**src/rtl/cmqe_pkg.sv**
```systemverilog
// Shared types, request and status codes for the CAN message queue engine.
package cmqe_pkg;

  localparam int TX_DEPTH_DEF   = 8;
  localparam int RX_DEPTH_DEF   = 8;
  localparam int MAX_DATA_BYTES = 8;

  localparam int ID_W     = 29;
  localparam int LEN_W    = 4;
  localparam int DATA_W   = 64;
  localparam int IMAGE_W  = 40;
  localparam int RXHDR_W  = 48;
  localparam int COUNT_W  = 4;
  localparam int HDR_W    = ID_W + 2 + LEN_W;
  localparam int ENTRY_W  = DATA_W + HDR_W;

  localparam int IN_TDATA_W  = 152;
  localparam int OUT_TDATA_W = 152;

  localparam logic [1:0] REQ_SEND    = 2'd0;
  localparam logic [1:0] REQ_SERVICE = 2'd1;
  localparam logic [1:0] REQ_RECEIVE = 2'd2;
  localparam logic [1:0] REQ_READ    = 2'd3;

  localparam logic [1:0] STAT_OK       = 2'd0;
  localparam logic [1:0] STAT_TX_FULL  = 2'd1;
  localparam logic [1:0] STAT_RX_EMPTY = 2'd2;

  localparam logic [1:0] CHAN_NONE = 2'd3;

  localparam logic [7:0] SIDL_EXIDE = 8'h08;
  localparam logic [7:0] DLC_RTR    = 8'h40;

  typedef struct packed {
    logic [LEN_W-1:0] len;
    logic             remote;
    logic             extended;
    logic [ID_W-1:0]  id;
  } hdr_t;

  function automatic logic [LEN_W-1:0] clamp_len(input logic [LEN_W-1:0] len);
    if (len > LEN_W'(MAX_DATA_BYTES)) begin
      return LEN_W'(MAX_DATA_BYTES);
    end
    return len;
  endfunction

  // Keeps bytes below the clamped length, clears the rest.
  function automatic logic [DATA_W-1:0] mask_payload(input logic [DATA_W-1:0] data,
                                                     input logic [LEN_W-1:0] len);
    logic [LEN_W-1:0]  clen;
    logic [DATA_W-1:0] res;
    clen = clamp_len(len);
    res  = '0;
    for (int i = 0; i < MAX_DATA_BYTES; i++) begin
      if (LEN_W'(i) < clen) begin
        res[8*i +: 8] = data[8*i +: 8];
      end
    end
    return res;
  endfunction

  // SIDH, SIDL, EIDH, EIDL, DLC from high byte to low.
  function automatic logic [IMAGE_W-1:0] build_image(input hdr_t h);
    logic [7:0] sidh, sidl, eidh, eidl, dlc;
    if (h.extended) begin
      sidh = h.id[28:21];
      sidl = {h.id[20:18], 3'b000, h.id[17:16]} | SIDL_EXIDE;
      eidh = h.id[15:8];
      eidl = h.id[7:0];
    end else begin
      sidh = h.id[10:3];
      sidl = {h.id[2:0], 5'b00000};
      eidh = 8'h00;
      eidl = 8'h00;
    end
    dlc = {4'h0, clamp_len(h.len)} | (h.remote ? DLC_RTR : 8'h00);
    return {sidh, sidl, eidh, eidl, dlc};
  endfunction

  // Control, SIDH, SIDL, EIDH, EIDL, DLC from high byte to low.
  function automatic hdr_t unpack_rx(input logic [RXHDR_W-1:0] img);
    hdr_t       h;
    logic [7:0] ctrl, sidh, sidl, eidh, eidl, dlc;
    ctrl = img[47:40];
    sidh = img[39:32];
    sidl = img[31:24];
    eidh = img[23:16];
    eidl = img[15:8];
    dlc  = img[7:0];
    h.extended = sidl[3];
    if (sidl[3]) begin
      h.id = {sidh, sidl[7:5], sidl[1:0], eidh, eidl};
    end else begin
      h.id = {18'd0, sidh, sidl[7:5]};
    end
    h.remote = ctrl[2];
    h.len    = dlc[3:0];
    return h;
  endfunction

endpackage

```
**src/rtl/can_message_queue_engine.sv**
```systemverilog
// CAN message queue engine: transmit and receive message rings with register packing.
//
// Each request item is decoded, applied to the rings and answered in the cycle it is
// accepted; its result is loaded into the output register at the accepting edge and can
// be taken from the next edge on. A new item is
// taken every cycle as long as the output register is empty or being drained, so the
// sustained rate is one item per clock. Each ring is a single memory (header and
// payload side by side) whose read port is registered from the next read
// pointer, with a bypass for a write to that same slot, so no ring access adds latency.
// Ring contents are not cleared by reset; only pointers and fill levels are.
module can_message_queue_engine #(
  parameter int TX_DEPTH = cmqe_pkg::TX_DEPTH_DEF,
  parameter int RX_DEPTH = cmqe_pkg::RX_DEPTH_DEF
) (
  input  logic                               clk,
  input  logic                               rst,
  input  logic                               s_axis_tvalid,
  output logic                               s_axis_tready,
  // msg_identifier, msg_extended, msg_remote, msg_length, msg_data,
  // tx_free_mask, rx_full, rx_header, zero pad
  input  logic [cmqe_pkg::IN_TDATA_W-1:0]    s_axis_tdata,
  // req_type
  input  logic [1:0]                         s_axis_tuser,
  output logic                               m_axis_tvalid,
  input  logic                               m_axis_tready,
  // tx_channel, tx_image, data_out, out_identifier, out_extended, out_remote,
  // out_length, tx_count, rx_count, zero pad
  output logic [cmqe_pkg::OUT_TDATA_W-1:0]   m_axis_tdata,
  // status
  output logic [1:0]                         m_axis_tuser
);

  localparam int TXP_W = (TX_DEPTH > 1) ? $clog2(TX_DEPTH) : 1;
  localparam int RXP_W = (RX_DEPTH > 1) ? $clog2(RX_DEPTH) : 1;
  localparam int TXC_W = $clog2(TX_DEPTH + 1);
  localparam int RXC_W = $clog2(RX_DEPTH + 1);
  localparam int EW    = cmqe_pkg::ENTRY_W;
  localparam int HW    = cmqe_pkg::HDR_W;

  // input fields
  logic [1:0]                      req;
  logic [cmqe_pkg::ID_W-1:0]       in_id;
  logic                            in_ext;
  logic                            in_rem;
  logic [cmqe_pkg::LEN_W-1:0]      in_len;
  logic [cmqe_pkg::DATA_W-1:0]     in_data;
  logic [2:0]                      in_free;
  logic                            in_rx_full;
  logic [cmqe_pkg::RXHDR_W-1:0]    in_rx_hdr;

  assign req        = s_axis_tuser;
  assign in_id      = s_axis_tdata[28:0];
  assign in_ext     = s_axis_tdata[29];
  assign in_rem     = s_axis_tdata[30];
  assign in_len     = s_axis_tdata[34:31];
  assign in_data    = s_axis_tdata[98:35];
  assign in_free    = s_axis_tdata[101:99];
  assign in_rx_full = s_axis_tdata[102];
  assign in_rx_hdr  = s_axis_tdata[150:103];

  logic accept;
  assign s_axis_tready = !m_axis_tvalid || m_axis_tready;
  assign accept        = s_axis_tvalid && s_axis_tready;

  // ring control
  logic [TXP_W-1:0] tx_wptr, tx_rptr, tx_rptr_next, tx_wptr_next;
  logic [TXC_W-1:0] tx_fill, tx_fill_next;
  logic [RXP_W-1:0] rx_wptr, rx_rptr, rx_rptr_next, rx_wptr_next;
  logic [RXC_W-1:0] rx_fill, rx_fill_next;

  logic tx_we, tx_pop, rx_we, rx_adv, rx_pop;
  logic tx_has_room, rx_has_room;

  assign tx_has_room = tx_fill < TXC_W'(TX_DEPTH);
  assign rx_has_room = rx_fill < RXC_W'(RX_DEPTH);

  assign tx_we  = accept && (req == cmqe_pkg::REQ_SEND) && tx_has_room;
  assign tx_pop = accept && (req == cmqe_pkg::REQ_SERVICE) && (tx_fill != '0) &&
                  (in_free != 3'b000);
  assign rx_we  = accept && (req == cmqe_pkg::REQ_RECEIVE) && in_rx_full;
  assign rx_adv = rx_we && rx_has_room;
  assign rx_pop = accept && (req == cmqe_pkg::REQ_READ) && (rx_fill != '0);

  always_comb begin
    tx_wptr_next = tx_wptr;
    tx_rptr_next = tx_rptr;
    tx_fill_next = tx_fill;
    if (tx_we) begin
      tx_wptr_next = (tx_wptr == TXP_W'(TX_DEPTH - 1)) ? '0 : tx_wptr + 1'b1;
      tx_fill_next = tx_fill + 1'b1;
    end
    if (tx_pop) begin
      tx_rptr_next = (tx_rptr == TXP_W'(TX_DEPTH - 1)) ? '0 : tx_rptr + 1'b1;
      tx_fill_next = tx_fill - 1'b1;
    end
  end

  always_comb begin
    rx_wptr_next = rx_wptr;
    rx_rptr_next = rx_rptr;
    rx_fill_next = rx_fill;
    if (rx_adv) begin
      rx_wptr_next = (rx_wptr == RXP_W'(RX_DEPTH - 1)) ? '0 : rx_wptr + 1'b1;
      rx_fill_next = rx_fill + 1'b1;
    end
    if (rx_pop) begin
      rx_rptr_next = (rx_rptr == RXP_W'(RX_DEPTH - 1)) ? '0 : rx_rptr + 1'b1;
      rx_fill_next = rx_fill - 1'b1;
    end
  end

  always_ff @(posedge clk) begin
    if (rst) begin
      tx_wptr <= '0;
      tx_rptr <= '0;
      tx_fill <= '0;
      rx_wptr <= '0;
      rx_rptr <= '0;
      rx_fill <= '0;
    end else begin
      tx_wptr <= tx_wptr_next;
      tx_rptr <= tx_rptr_next;
      tx_fill <= tx_fill_next;
      rx_wptr <= rx_wptr_next;
      rx_rptr <= rx_rptr_next;
      rx_fill <= rx_fill_next;
    end
  end

  // ring memories: entry is {payload, header}
  logic [EW-1:0] tx_mem [TX_DEPTH];
  logic [EW-1:0] rx_mem [RX_DEPTH];
  logic [EW-1:0] tx_wdata, rx_wdata, tx_rd, rx_rd;
  cmqe_pkg::hdr_t tx_new_hdr, rx_new_hdr;

  always_comb begin
    tx_new_hdr.id       = in_id;
    tx_new_hdr.extended = in_ext;
    tx_new_hdr.remote   = in_rem;
    tx_new_hdr.len      = in_len;
  end
  assign rx_new_hdr = cmqe_pkg::unpack_rx(in_rx_hdr);
  assign tx_wdata   = {in_data, tx_new_hdr};
  assign rx_wdata   = {in_data, rx_new_hdr};

  always_ff @(posedge clk) begin
    if (tx_we) begin
      tx_mem[tx_wptr] <= tx_wdata;
    end
    // read ahead at the next head slot, write-first on a collision
    if (tx_we && (tx_wptr == tx_rptr_next)) begin
      tx_rd <= tx_wdata;
    end else begin
      tx_rd <= tx_mem[tx_rptr_next];
    end
  end

  always_ff @(posedge clk) begin
    if (rx_we) begin
      rx_mem[rx_wptr] <= rx_wdata;
    end
    if (rx_we && (rx_wptr == rx_rptr_next)) begin
      rx_rd <= rx_wdata;
    end else begin
      rx_rd <= rx_mem[rx_rptr_next];
    end
  end

  cmqe_pkg::hdr_t tx_head, rx_head;
  assign tx_head = cmqe_pkg::hdr_t'(tx_rd[HW-1:0]);
  assign rx_head = cmqe_pkg::hdr_t'(rx_rd[HW-1:0]);

  // result
  logic [1:0]                       r_status, r_chan;
  logic [cmqe_pkg::IMAGE_W-1:0]     r_image;
  logic [cmqe_pkg::DATA_W-1:0]      r_data;
  logic [cmqe_pkg::ID_W-1:0]        r_id;
  logic                             r_ext, r_rem;
  logic [cmqe_pkg::LEN_W-1:0]       r_len;
  logic [cmqe_pkg::COUNT_W-1:0]     r_txc, r_rxc;
  logic [TXC_W+cmqe_pkg::COUNT_W-1:0] txc_wide;
  logic [RXC_W+cmqe_pkg::COUNT_W-1:0] rxc_wide;

  assign txc_wide = {{cmqe_pkg::COUNT_W{1'b0}}, tx_fill_next};
  assign rxc_wide = {{cmqe_pkg::COUNT_W{1'b0}}, rx_fill_next};
  assign r_txc    = txc_wide[cmqe_pkg::COUNT_W-1:0];
  assign r_rxc    = rxc_wide[cmqe_pkg::COUNT_W-1:0];

  always_comb begin
    r_status = cmqe_pkg::STAT_OK;
    r_chan   = cmqe_pkg::CHAN_NONE;
    r_image  = '0;
    r_data   = '0;
    r_id     = '0;
    r_ext    = 1'b0;
    r_rem    = 1'b0;
    r_len    = '0;
    unique case (req)
      cmqe_pkg::REQ_SEND: begin
        if (!tx_has_room) begin
          r_status = cmqe_pkg::STAT_TX_FULL;
        end
      end
      cmqe_pkg::REQ_SERVICE: begin
        if (tx_pop) begin
          // lowest free buffer wins
          r_chan  = in_free[0] ? 2'd0 : (in_free[1] ? 2'd1 : 2'd2);
          r_image = cmqe_pkg::build_image(tx_head);
          r_data  = cmqe_pkg::mask_payload(tx_rd[EW-1:HW], tx_head.len);
        end
      end
      cmqe_pkg::REQ_RECEIVE: begin
        r_status = cmqe_pkg::STAT_OK;
      end
      cmqe_pkg::REQ_READ: begin
        if (rx_pop) begin
          r_id   = rx_head.id;
          r_ext  = rx_head.extended;
          r_rem  = rx_head.remote;
          r_len  = rx_head.len;
          r_data = cmqe_pkg::mask_payload(rx_rd[EW-1:HW], rx_head.len);
        end else begin
          r_status = cmqe_pkg::STAT_RX_EMPTY;
        end
      end
      default: begin
        r_status = cmqe_pkg::STAT_OK;
      end
    endcase
  end

  always_ff @(posedge clk) begin
    if (rst) begin
      m_axis_tvalid <= 1'b0;
    end else if (accept) begin
      m_axis_tvalid <= 1'b1;
    end else if (m_axis_tready) begin
      m_axis_tvalid <= 1'b0;
    end
  end

  always_ff @(posedge clk) begin
    if (accept) begin
      m_axis_tuser <= r_status;
      m_axis_tdata <= {3'b000, r_rxc, r_txc, r_len, r_rem, r_ext, r_id, r_data,
                       r_image, r_chan};
    end
  end

endmodule

```
**config.mk**
```make
export PLATFORM = sky130hd
export DESIGN_NAME = can_message_queue_engine
export DESIGN_NICKNAME = d
export VERILOG_FILES = /design/src/rtl/cmqe_pkg.sv /design/src/rtl/can_message_queue_engine.sv
export SDC_FILE = /design/constraint.sdc
export NUM_CORES = 1
export LEC_CHECK = 0
export BUFFER_PORTS_ARGS = -buffer_cell sky130_fd_sc_hd__buf_2
export CAP_MARGIN = 10
export CORE_MARGIN = 1
export CORE_UTILIZATION = 50
export CTS_CLUSTER_SIZE = 25
export DETAILED_ROUTE_END_ITERATION = 10
export PLACE_DENSITY = 0.67
export REMOVE_ABC_BUFFERS = 1
export SLEW_MARGIN = 20
export SYNTH_ARGS = -nofsm -noshare
export SYNTH_HDL_FRONTEND = slang
export SYNTH_SLANG_ARGS = --single-unit
```
**constraint.sdc**
```tcl
create_clock -name clk -period 24.1 [get_ports clk]
set_clock_uncertainty 0.2 [all_clocks]
set_input_delay 4.82 -clock clk [delete_from_list [all_inputs] [get_ports clk]]
set_output_delay 4.82 -clock clk [all_outputs]
set_load 0.03 [all_outputs]
```
==> flow_summary.yaml <==
cts:
  tritoncts: "yes"
  cts.clk_slew.worst_paths_ns: 0.06
  cts.sinks: 1757
  cts_buffers: 174
  ctsHoldBuffers: 0
  htreeDepth: 4
  ctsRootBufferMaster: "clkbuf_16"
  cts_resized: 0
  clk_latency_ns: 0.81
  cts_setup_buffers: 0
  clock_tree.buffer_depth: 3
logic_synthesis:
  synth_cell_types: 53
  ys_seq_elements: 1757
  synthCells: 2969
  yosysWarnings: 0
  synth_seq_area_share: 0.7899
  synth_largest_area_cell: "edfxtp_1"
  yosysMostFrequentCell: "edfxtp_1"
  avgSynthCellArea_um2: 22.38
  synth_edf_count: 1730
  synthArstFlopShare: 0
  synth_top_area_share: 0.7817
  synth_top_cells_by_count: "edfxtp_1, mux4_2, mux2i_1"
  synth-main-ff-cell: "edfxtp_1"
  synth_area_leaders: "edfxtp_1, mux4_2, mux2i_1"
  syn-cell-area_mm2: 0.06645
global_routing:
  grt_start_max_net_pins: 159
  met3_usage: 0.05717
  grtUsageMet2: 0.3576
  grt_pass1_wl_mm: 217.3
  busiest_layer: "met2"
  grt_use_total: 0.2239
  use_met1: 0.3071
  grt_pass1_vias: 32540
  grt.overflow.total: 0
  antenna_found_initial: 34
setup_path:
  endpoint_kind: "output port"
  worstSetupPathType: "in2out"
  worstReg2RegEnd: "m_axis_tdata[66]"
  reg2reg_depth: 6
  path_max_fanout: 6
  cp.required_ns: 19.08
  r2r_slack_ns: 19.29
  worstPathArrival_ns: 5.82
  worst_setup_path_start_kind: "input port"
floorplanning:
  rows: 133
  dieArea_mm2: 0.1344
  core_mm2: 0.1316
  ios: 314
  die_x_um: 366.6
  die_h_um: 366.6
  initial_core_util: 0.5049
placement:
  placedCellCount: 4927
  port_buffers: 291
  place.detailed.hpwl_mm: 75.76
  place_area_mm2: 0.07006
  globalplace.congestion: 0.7861
drt:
  wire_per_inst_um: 28.30
  vias_per_cell: 5.919
  first_iter_violations: 3088
  remaining_drc_errors: 0
  vias: 31140
  drtPass1Iterations: 7
  drt.antenna.violating_nets: 0
  wl_mm: 148.9
power_and_ir_drop:
  peakVddDrop_uv: 86.75
  power_leakage_nw: 23.33
  power.density_mw_per_mm2: 81.09
job:
  maxCapViolCount: 0
sta:
  tns_ns: 0
  rsz0062_at_grt: "no"
  tightest_slew_ns: 1.151
  period_needed_ns: 10.84
  hold_viol_final: 0
  drv_slew: 0
  period_share: 0.4500
  setup-violations-final: 0
  clock.fmax_mhz: 92.21
  relSlewSlack: 0.2310
outcome:
  status: "finished, final reports clean"
cells_and_area:
  drive_gt1_frac: 0.2891
  multi_input_area_mm2: 0.01333
  area_delta_synth_final_pct: 13.55
  final-instance-count-excl-fill: 5261
  fill_cells: 9510
  register_area_mm2: 0.05251
  fin_nets: 3522
  fin_util: 0.5733
  fin_area_mm2: 0.07546
worst_hold_path:
  min_path_cells: 2
  min-delay-start: "tx_rptr[0]"
  min_path_type: "reg2reg"
==> critical path, stage by stage <==
cell     delay (ns)
buf_2          0.10
nor2b_1        0.47
inv_1          0.20
buf_2          0.23
==> per-stage QoR <==
| step | setup slack, ns | hold WS (ns) | total power [mW] |
|---|---|---|---|
| after floorplan | 1.537 | 0.2386 | 3.571 |
| after global placement | 13.38 | 0.2601 | 3.630 |
| after detailed placement | 13.26 | 0.2672 | 3.640 |
| after CTS | 13.27 | 0.2804 | 6.170 |
| after global routing | 13.15 | 0.3121 | 6.293 |
| final | 13.26 | 0.2847 | 6.119 |
==> state kept, by name, indices dropped and copies added (netlist names), named ones only <==
signal and flops:
rx_rptr 3, rx_wptr 3, tx_fill 4, m_axis_tvalid 1, tx_rptr 3, rx_mem 792, tx_mem 792, rx_fill 4
tx_wptr 3, m_axis_tdata 144, m_axis_tuser 2
==> logic make-up (layout without fill, tap and decap cells) <==
kind of cell | Yosys count | count (layout) | share of synthesized area
xor+xnor | 4 | 4 | 0.0005271
mux | 609 | 609 | 0.1612
flops | 1757 | 1757 | 0.7899
compound gates | 154 | 154 | 0.01469
buf+inv | 163 | 681 | 0.01179
other cells | 1 | 20 | 0.00005643
fa+ha+maj | 16 | 16 | 0.003012
simple gates | 265 | 265 | 0.01888
==> layout by cell type (no fill, tap or decap), drive strengths merged, types with 4 or more instances in the layout <==
master / count
a21oi: 44
and2: 19
buf: 345
bufinv: 8
clkbuf: 222
clkinv: 76
clkinvlp: 6
conb: 8
dfxtp: 27
diode: 12
edfxtp: 1730
ha: 16
inv: 24
mux2: 26
mux2i: 219
mux4: 364
nand2: 78
nand2b: 8
nand3: 6
nor2: 75
nor2b: 9
nor3: 28
nor4: 5
o21ai: 11
o221ai: 16
o22ai: 73
or2: 22
xnor2: 4
==> worst max-delay path by stage <==
stage | start | end | slack (ns) | cells past startpoint
3_5_place_dp | m_axis_tready | s_axis_tready | 13.26 | 4
4_1_cts | m_axis_tready | s_axis_tready | 13.27 | 4
5_1_grt | m_axis_tready | s_axis_tready | 13.15 | 4
2_1_floorplan | m_axis_tready | rx_mem[0][0] | 1.54 | 4
6_report | m_axis_tready | s_axis_tready | 13.26 | 4
3_3_place_gp | m_axis_tready | s_axis_tready | 13.38 | 4
==> where the power goes <==
part	leakage [nW]	switching, mW	internal (mW)	total, mW
logic	4.75	0.123	0.0591	0.182
clock network	2.61	1.11	1.44	2.55
registers	16.0	0.0117	3.38	3.39
total	23.3	1.24	4.88	6.12
==> layout make-up <==
| cell class | instances | share of cell area |
|---|---|---|
| flip-flops and latches | 1757 | 0.6959 |
| clock buffers | 222 | 0.06092 |
| clock inverters | 100 | 0.01011 |
| inverters | 14 | 0.0006964 |
| multi-input cells | 1056 | 0.1767 |
| repair buffers | 345 | 0.02621 |
| well taps | 1755 | 0.02910 |
| diodes | 12 | 0.0003979 |
==> routing by layer <==
layer  part of all wire  vias up
met5             0.0016        -
met4              0.021       34
met2               0.48     1179
met3              0.086      241
met1               0.41    16500
li1                   -    13180
Note: power is estimated with default switching activity, not from simulation.
